### config.mk
export PLATFORM = sky130hd
export DESIGN_NAME = led_nibble_frame_shift_driver_top
export DESIGN_NICKNAME = d
export VERILOG_FILES = /design/src/rtl/lnfsd_pkg.sv /design/src/rtl/lnfsd_frame.sv /design/src/rtl/lnfsd_shifter.sv /design/src/rtl/led_nibble_frame_shift_driver_top.sv
export SDC_FILE = /design/constraint.sdc
export NUM_CORES = 1
export LEC_CHECK = 0
export ABC_AREA = 0
export BUFFER_PORTS_ARGS = -buffer_cell sky130_fd_sc_hd__buf_2
export CAP_MARGIN = 20
export CORE_MARGIN = 8
export CORE_UTILIZATION = 55
export DETAILED_ROUTE_END_ITERATION = 8
export GPL_TIMING_DRIVEN = 0
export HOLD_SLACK_MARGIN = 0.15
export PLACE_DENSITY = 0.74
export SLEW_MARGIN = 20
export SYNTH_ARGS = -nofsm -noshare
export SYNTH_HDL_FRONTEND = slang
export SYNTH_HIERARCHICAL = 1
export SYNTH_SLANG_ARGS = --single-unit
### constraint.sdc
create_clock -name aclk -period 3.53 [get_ports aclk]
set_clock_uncertainty 0.1 [all_clocks]
set_input_delay 0.1765 -clock aclk [delete_from_list [all_inputs] [get_ports aclk]]
set_output_delay 0.1765 -clock aclk [all_outputs]
set_load 0.01 [all_outputs]
### src/rtl/lnfsd_pkg.sv
// Types, constants and color mapping for the LED nibble frame shift driver.
`default_nettype none
package lnfsd_pkg;

    localparam int IDX_W  = 5;
    localparam int CODE_W = 3;
    localparam int NIB_W  = 4;
    localparam int BYTE_W = 8;

    typedef enum logic {
        KIND_SET     = 1'b0,
        KIND_REFRESH = 1'b1
    } lnfsd_kind_t;

    typedef enum logic [CODE_W-1:0] {
        CODE_OFF   = 3'd0,
        CODE_RED   = 3'd1,
        CODE_WHITE = 3'd2,
        CODE_BLUE  = 3'd3,
        CODE_GREEN = 3'd4
    } lnfsd_code_t;

    localparam logic [NIB_W-1:0] COLOR_RED   = 4'h8;
    localparam logic [NIB_W-1:0] COLOR_WHITE = 4'h1;
    localparam logic [NIB_W-1:0] COLOR_BLUE  = 4'h2;
    localparam logic [NIB_W-1:0] COLOR_GREEN = 4'h4;
    localparam logic [NIB_W-1:0] COLOR_OFF   = 4'h0;

    typedef enum logic {
        SHIFT_IDLE = 1'b0,
        SHIFT_RUN  = 1'b1
    } lnfsd_state_t;

    typedef struct packed {
        logic              set_en;
        logic              load_en;
        logic [IDX_W-1:0]  led_index;
        logic [CODE_W-1:0] color_code;
    } lnfsd_req_t;

    function automatic logic [NIB_W-1:0] color_bits(input logic [CODE_W-1:0] code);
        logic [NIB_W-1:0] bits;
        case (code)
            CODE_RED:   bits = COLOR_RED;
            CODE_WHITE: bits = COLOR_WHITE;
            CODE_BLUE:  bits = COLOR_BLUE;
            CODE_GREEN: bits = COLOR_GREEN;
            default:    bits = COLOR_OFF;
        endcase
        return bits;
    endfunction

endpackage
`default_nettype wire

### src/rtl/lnfsd_frame.sv
// Pending and shown frame store with set decode and change detect.
`default_nettype none
module lnfsd_frame #(
    parameter int LED_COUNT   = 16,
    parameter int FRAME_BYTES = 8
) (
    input  wire                            aclk,
    input  wire                            aresetn,
    input  lnfsd_pkg::lnfsd_req_t          req,
    output logic [FRAME_BYTES*8-1:0]       frame,
    output logic                           differ
);
    import lnfsd_pkg::*;

    localparam int SLOTS   = 2 * FRAME_BYTES;
    localparam int SLOT_IW = $clog2(SLOTS);
    localparam logic [IDX_W-1:0] LAST_LED  = IDX_W'(LED_COUNT - 1);
    localparam logic [IDX_W-1:0] LED_LIM   = IDX_W'(LED_COUNT);
    localparam logic [IDX_W-1:0] SLOT_LIM  = IDX_W'(SLOTS);

    logic [SLOTS-1:0][NIB_W-1:0] pend_reg, pend_next;
    logic [SLOTS-1:0][NIB_W-1:0] shown_reg, shown_next;
    logic [IDX_W-1:0]            slot;
    logic                        in_range;

    assign slot     = LAST_LED - req.led_index;
    assign in_range = (req.led_index < LED_LIM) && (slot < SLOT_LIM);
    assign differ   = (pend_reg != shown_reg);
    assign frame    = pend_reg;

    always_comb begin
        pend_next = pend_reg;
        if (req.set_en && in_range) begin
            pend_next[slot[SLOT_IW-1:0]] = color_bits(req.color_code);
        end
    end

    always_comb begin
        shown_next = shown_reg;
        if (req.load_en && differ) begin
            shown_next = pend_reg;
        end
    end

    always_ff @(posedge aclk) begin
        if (!aresetn) begin
            pend_reg  <= '0;
            shown_reg <= '0;
        end else begin
            pend_reg  <= pend_next;
            shown_reg <= shown_next;
        end
    end

endmodule
`default_nettype wire

### src/rtl/lnfsd_shifter.sv
// Serializer: shifts the frame out one bit per accepted output transfer, LSB first.
`default_nettype none
module lnfsd_shifter #(
    parameter int FRAME_BYTES = 8
) (
    input  wire                       aclk,
    input  wire                       aresetn,
    input  wire                       load,
    input  wire [FRAME_BYTES*8-1:0]   frame_in,
    output logic                      idle,
    output logic                      m_tvalid,
    input  wire                       m_tready,
    output logic [7:0]                m_tdata,   // [0] serial_bit, [7:1] zero
    output logic                      m_tlast    // latch_after
);
    import lnfsd_pkg::*;

    localparam int FW    = FRAME_BYTES * 8;
    localparam int CNT_W = $clog2(FW);
    localparam logic [CNT_W-1:0] CNT_LAST = CNT_W'(FW - 1);

    lnfsd_state_t     state_reg, state_next;
    logic [FW-1:0]    sh_reg, sh_next;
    logic [CNT_W-1:0] cnt_reg, cnt_next;
    logic             out_accept;
    logic             at_last;

    assign out_accept = m_tvalid && m_tready;
    assign at_last    = (cnt_reg == CNT_LAST);

    always_comb begin
        state_next = state_reg;
        case (state_reg)
            SHIFT_IDLE: begin
                if (load) begin
                    state_next = SHIFT_RUN;
                end
            end
            SHIFT_RUN: begin
                if (out_accept && at_last) begin
                    state_next = SHIFT_IDLE;
                end
            end
            default: state_next = SHIFT_IDLE;
        endcase
    end

    always_comb begin
        idle     = 1'b0;
        m_tvalid = 1'b0;
        case (state_reg)
            SHIFT_IDLE: idle     = 1'b1;
            SHIFT_RUN:  m_tvalid = 1'b1;
            default:    idle     = 1'b0;
        endcase
    end

    assign m_tdata = {7'b0, sh_reg[0]};
    assign m_tlast = at_last;

    always_comb begin
        sh_next  = sh_reg;
        cnt_next = cnt_reg;
        if (load) begin
            sh_next  = frame_in;
            cnt_next = '0;
        end else if (out_accept) begin
            sh_next  = sh_reg >> 1;
            cnt_next = cnt_reg + 1'b1;
        end
    end

    always_ff @(posedge aclk) begin
        if (!aresetn) begin
            state_reg <= SHIFT_IDLE;
            cnt_reg   <= '0;
        end else begin
            state_reg <= state_next;
            cnt_reg   <= cnt_next;
        end
    end

    always_ff @(posedge aclk) begin
        sh_reg <= sh_next;
    end

endmodule
`default_nettype wire

### src/rtl/led_nibble_frame_shift_driver_top.sv
// Top level of the LED nibble frame shift driver.
// A set request writes one LED nibble. A refresh request that finds the pending
// frame equal to the shown frame emits nothing; otherwise it copies the frame and
// the serializer sends FRAME_BYTES*8 bits, one per accepted output cycle (64 at
// defaults), byte 0 first and LSB first, with tlast on the final bit where the
// latch is pulsed. The input side is not ready while the serializer is busy.
`default_nettype none
module led_nibble_frame_shift_driver_top #(
    parameter int LED_COUNT   = 16,
    parameter int FRAME_BYTES = 8
) (
    input  wire        aclk,
    input  wire        aresetn,
    input  wire        s_tvalid,
    output logic       s_tready,
    input  wire [7:0]  s_tdata,   // [4:0] led_index, [7:5] color_code
    input  wire        s_tuser,   // kind
    output logic       m_tvalid,
    input  wire        m_tready,
    output logic [7:0] m_tdata,   // [0] serial_bit, [7:1] zero
    output logic       m_tlast    // latch_after
);
    import lnfsd_pkg::*;

    localparam int FW = FRAME_BYTES * 8;

    lnfsd_req_t  req;
    logic [FW-1:0] frame;
    logic        differ;
    logic        in_accept;
    logic        idle;

    assign in_accept      = s_tvalid && s_tready;
    assign s_tready       = idle;
    assign req.set_en     = in_accept && (s_tuser == KIND_SET);
    assign req.load_en    = in_accept && (s_tuser == KIND_REFRESH);
    assign req.led_index  = s_tdata[IDX_W-1:0];
    assign req.color_code = s_tdata[IDX_W+CODE_W-1:IDX_W];

    lnfsd_frame #(
        .LED_COUNT   (LED_COUNT),
        .FRAME_BYTES (FRAME_BYTES)
    ) u_frame (
        .aclk    (aclk),
        .aresetn (aresetn),
        .req     (req),
        .frame   (frame),
        .differ  (differ)
    );

    lnfsd_shifter #(
        .FRAME_BYTES (FRAME_BYTES)
    ) u_shifter (
        .aclk     (aclk),
        .aresetn  (aresetn),
        .load     (req.load_en && differ),
        .frame_in (frame),
        .idle     (idle),
        .m_tvalid (m_tvalid),
        .m_tready (m_tready),
        .m_tdata  (m_tdata),
        .m_tlast  (m_tlast)
    );

endmodule
`default_nettype wire

* After elaboration in Yosys (flattened, before gate mapping)
Cells that the tools add are included.
Cells by class: add/subtract/negate cells 2, magnitude comparators 4, equal/unequal tests 6, mux-type cells 12, bitwise logic cells 3, reductions and logical operators 11
Operator list (count):
- 64-bit 2-to-1 mux | 2
- 64-bit bitwise mux | 1
- 64-bit != test | 1
- 4-bit demux with 4-bit select | 1
- 4-bit one-hot mux with 4 select lines | 1
- 5-bit less-than comparator (second input constant) | 2
- 1-bit logical AND | 9
- 4-bit 2-to-1 mux | 2
- 6-bit by 1-bit adder with 6-bit output (second input constant) | 1
- 3-bit by 2-bit equality test with 1-bit output (second input constant) | 2
- 6-bit equality test (second input constant) | 1
- 4-bit by 5-bit less-than comparator with 1-bit output (second input constant) | 1
- 4-bit by 5-bit subtractor with 5-bit output (first input constant) | 1
- 4-bit by 1-bit >= comparator with 1-bit output (second input constant) | 1
- 1-bit 2-to-1 mux | 4
- 3-bit by 1-bit equality test with 1-bit output (second input constant) | 1
- 3-bit equality test (second input constant) | 1
- 1-bit inverter | 3
- 1-bit one-hot mux with 2 select lines | 1
- 2-bit nonzero test | 1
- 2-bit OR reduction | 1
Storage, ports and cells: flip-flop bits (word level) 199, input bits 13

* Logic depth before layout (Yosys ltp)
depth after elaboration 6, gate-level depth with buffers 9, mapped depth without buffers 8

* Hierarchy
The synthesis kept the hierarchy.
Modules (own cells, without submodules):
- lnfsd_frame | instances 1, cells each 618, area an instance 5873.1 sq um
- lnfsd_shifter | instances 1, cells each 181, area an instance 3046.7 sq um
- led_nibble_frame_shift_driver_top | instances 1, cells each 3, area an instance 25.0 sq um

* Worst setup path after synthesis
OpenSTA, ideal clock, no wires.
kind reg-to-reg, start register u_frame.pend_reg (netlist bit u_frame/frame[27]), end register u_shifter.sh_reg[0] (enable), setup time 695 ps, arrival time 2691 ps, slack 44 ps, stages on the path, launching flop included 9, path buffers 2, cell sequence dfxtp_1 -> xnor2_1 -> nand4_1 -> nor4_2 -> nand4_1 -> and4_1 -> buf_2 -> buf_4 -> nand2b_1
On the way: word-level cells in the longest chain between the ends 3
RTL lines:
- start: declaration | RTL line lnfsd_frame.sv:21 | logic [SLOTS-1:0][NIB_W-1:0] pend_reg, pend_next;
- start signal: assignment | RTL line lnfsd_frame.sv:50 | pend_reg <= pend_next;
- 64-bit != test | RTL line lnfsd_frame.sv:28 | assign differ = (pend_reg != shown_reg);
- via differ | RTL line led_nibble_frame_shift_driver_top.sv:29 | logic differ;
- 1-bit logical AND | RTL line led_nibble_frame_shift_driver_top.sv:56 | .load (req.load_en && differ),
- 2-bit nonzero test (no line)
- end signal: assignment | RTL line lnfsd_shifter.sv:84 | sh_reg <= sh_next;
- end: declaration | RTL line lnfsd_shifter.sv:23 | logic [FW-1:0] sh_reg, sh_next;
The timed path passes the listed nets, and every way through them passes these cells. A chain may end at the register's enable or synchronous reset.

* Final worst setup path
start register u_frame.pend_reg (netlist bit u_frame/frame[16]), end register u_shifter.state_reg
On the way: word-level cells in the longest chain between the ends 4
RTL lines:
- 64-bit != test | RTL line lnfsd_frame.sv:28
- via differ | RTL line led_nibble_frame_shift_driver_top.sv:29
- 1-bit logical AND | RTL line led_nibble_frame_shift_driver_top.sv:56
- 1-bit 2-to-1 mux | RTL line lnfsd_shifter.sv:35 | if (load) begin
- 1-bit one-hot mux with 2 select lines | RTL line lnfsd_shifter.sv:33 | case (state_reg)
- end signal: assignment | RTL line lnfsd_shifter.sv:78 | state_reg <= state_next;
- end: declaration | RTL line lnfsd_shifter.sv:22 | lnfsd_state_t state_reg, state_next;
The timed path passes the listed nets, and every way through them passes these cells.

==> summary.txt <==
Die Ht = 143.5 um
ANT nets after route = 0
CTS buffer count = 17
Post-layout nets = 867
most numerous cell in the Yosys netlist = nand2_1
initial antenna violation count = 0
combinational group share of total power = 0.044
r2r worst-path depth = 10
Ant. Diodes = 0
post-synth cell types = 35
Hold WS = 0.1846 ns
die width = 143.5 um
DIE AREA = 20,600 um^2
Cell Count, Final, Fillers Out = 1,082
Sw Ratio = 0.2231
Slew Viols, Final = 0
Least-Margin Pin Slew = 1.172 ns
FF-to-FF Start = u_frame/frame[16]
I/O pin count = 24
FP Rows = 46
vias in the first global route = 6,066
Critical Path End Type = flip-flop
DP Area = 9350 um^2
via count = 5,973
Fillers = 1,253
top cell type's share of synthesized area = 0.3021
final WL = 21,080 um
Root Buffer = clkbuf_16
syn avg cell area = 11.15 um^2
# placed instances = 1,040
clock buffer depth = 2
Worst Hold Class = in2reg
Pwr Density = 444.9 nW/um^2
clk_lat worst skew = 0.44 ns
RePlAce Congestion = 0.8402
Post-Synthesis Cells = 802
clock sink count = 199
critical path fanouts, max = 10
GRT Util Overall = 0.2130
hold_buf cts = 10
CTS H-Tree Depth = 4
Clock transition at path regs = 0.07 ns
top post-synthesis cells by count = nand2_1, dfxtp_1, mux2i_1, xnor2_1, edfxtp_1
fmax = 296.0 MHz
hold depth = 4
fin crit share = 0.9572
Required @ worst endpoint = 3.75 ns
post-synth top area cell = dfxtp_1
CTS tree = yes
first-pass GRT wire length = 33,020 um
run status = complete, no violations
Final min period = 3.379 ns
layout cell share with drive strength beyond 1 = 0.1628
Layout area overhead = 12.14%
number of max-cap violations = 0
drt drc = 0
vias per cell = 5.520
clock power share = 0.423
Setup Viol. Count Final = 0
Static Leak = 3.294 nW
ys async rst share = 0
worst-case hold path end point = u_frame/frame[44]
Initial Util = 0.5631
net switching power = 0.0009958 W
Critical Path Start Type = flip-flop
DP HPWL = 14,850 um
post-synthesis sequential area ratio = 0.5170
gr ovfl total = 0
Fin. Hold Viols = 0
pin count of the biggest net entering global routing = 36
footprint of the multi-input gates = 3989 um^2
Design Area, Final = 10,030 um^2
Post-CTS Resized = 0
Peak VDD IR = 348.4 uV
worst slew margin relative to its limit = 0.2170
input/output buffers = 15
critical path class = reg2reg
RSZ-0062 raised after global routing = false
# Post-CTS Setup Buffers = 0
Sequential Power Share = 0.533
drt pass-1 iters = 6
Int Pwr = 0.003467 W
Util after Layout = 0.6315
WP data arrival = 3.60 ns
DRT iter0 DRCs = 376
Syn. warnings = 6
top post-synthesis cells by area = dfxtp_1, edfxtp_1, mux2i_1
post-synthesis register bit count = 199
Netlist Area Pre-Place = 8945 um^2
Reg area = 4624 um^2
most used flip-flop cell after synthesis = dfxtp_1
WL per Instance = 19.48 um
worst r2r dst = u_shifter/state_reg
hold path start = s_tdata[3]
EDFF count, synth = 64
Core Box Area = 15,890 um^2
R2R setup slack = 0.15 ns
## metal layers
layer / GRT usage / vias up / wire length, um
met5: 0 / - / 0
met4: 0.1002 / 0 / 683
met3: 0.04147 / 48 / 969
met2: 0.3465 / 187 / 10010
met1: 0.2680 / 2910 / 9414
li1: - / 2828 / -
## logic make-up after synthesis
kind of cell,after synthesis,share of synthesized area
simple gates,279,0.1512
flops,199,0.5170
mux,177,0.2069
xor+xnor,66,0.06463
buf+inv,56,0.04154
compound gates,23,0.01693
fa+ha+maj,1,0.001399
other cells,1,0.0004192
## cell type report
| cell class | instances | area share |
|---|---|---|
| clock inverters | 10 | 0.008357 |
| well taps | 216 | 0.02694 |
| inverters | 2 | 0.0007484 |
| clock buffers | 22 | 0.04952 |
| plain buffers | 54 | 0.03630 |
| multi-input cells | 553 | 0.3977 |
| flip-flops and latches | 199 | 0.4610 |
| repair buffers | 26 | 0.01946 |
## per-stage QoR
step	power, W	setup TNS, ns	setup WS, ns
floorplan	0.002554	0	0.04402
global placement	0.002607	-80.94	-1.271
detailed placement	0.002614	0	0.1981
CTS	0.004480	0	0.1874
global route	0.004592	0	0.03312
finish	0.004463	0	0.1511
## worst max-delay path: stages, from the launching register on
cell and delay (ns):
dfxtp_1 0.35, xnor2_1 0.39, nand4_1 0.15, nor4_1 0.37, nand4_1 0.25, and4_1 0.39, buf_2 0.25, buf_4 0.20
o21ai_0 0.18, a31oi_1 0.06, dlygate4sd3_1 0.57
## power groups by stage
stage                     registers [W]  clock network [W]  logic [W]
final                           0.00238            0.00189   0.000198
after global routing            0.00238            0.00200   0.000210
after CTS                       0.00238            0.00191   0.000194
after detailed placement        0.00243                  0   0.000185
after global placement          0.00243                  0   0.000176
after floorplan                 0.00243                  0   0.000126
## worst max-delay path by stage
stage	slack, ns	from	endpoint	depth (start not counted)
finish	0.15	u_frame/frame[16]	u_shifter/state_reg	10
global route	0.03	u_frame/frame[16]	u_shifter/state_reg	10
CTS	0.19	u_frame/frame[16]	u_shifter/sh_reg[21]	9
detailed placement	0.20	u_frame/frame[16]	u_shifter/sh_reg[34]	9
global placement	-1.27	u_frame/frame[20]	u_shifter/sh_reg[35]	8
floorplan	0.04	u_frame/frame[27]	u_shifter/sh_reg[0]	8
## placed cells by master, fill, tap and decap left out, types with 2 or more instances in the layout
cell type / count
mux2_2: 63
nor3b_2: 3
a21boi_0: 14
nor4_1: 3
and3b_1: 2
nor4_2: 2
nand2_1: 157
conb_1: 7
nand4_1: 19
buf_12: 8
edfxtp_1: 64
mux2i_1: 114
xnor2_1: 65
or3_1: 3
nand3_1: 18
nand2b_1: 2
dfxtp_1: 135
clkinv_4: 3
a21oi_1: 4
inv_6: 4
dlygate4sd3_1: 10
buf_4: 11
inv_1: 2
clkbuf_16: 19
buf_2: 19
clkbuf_1: 33
o21ai_0: 4
nor2_1: 6
nor2b_1: 57
clkinvlp_4: 3
Power figures use the tool's default switching activity.
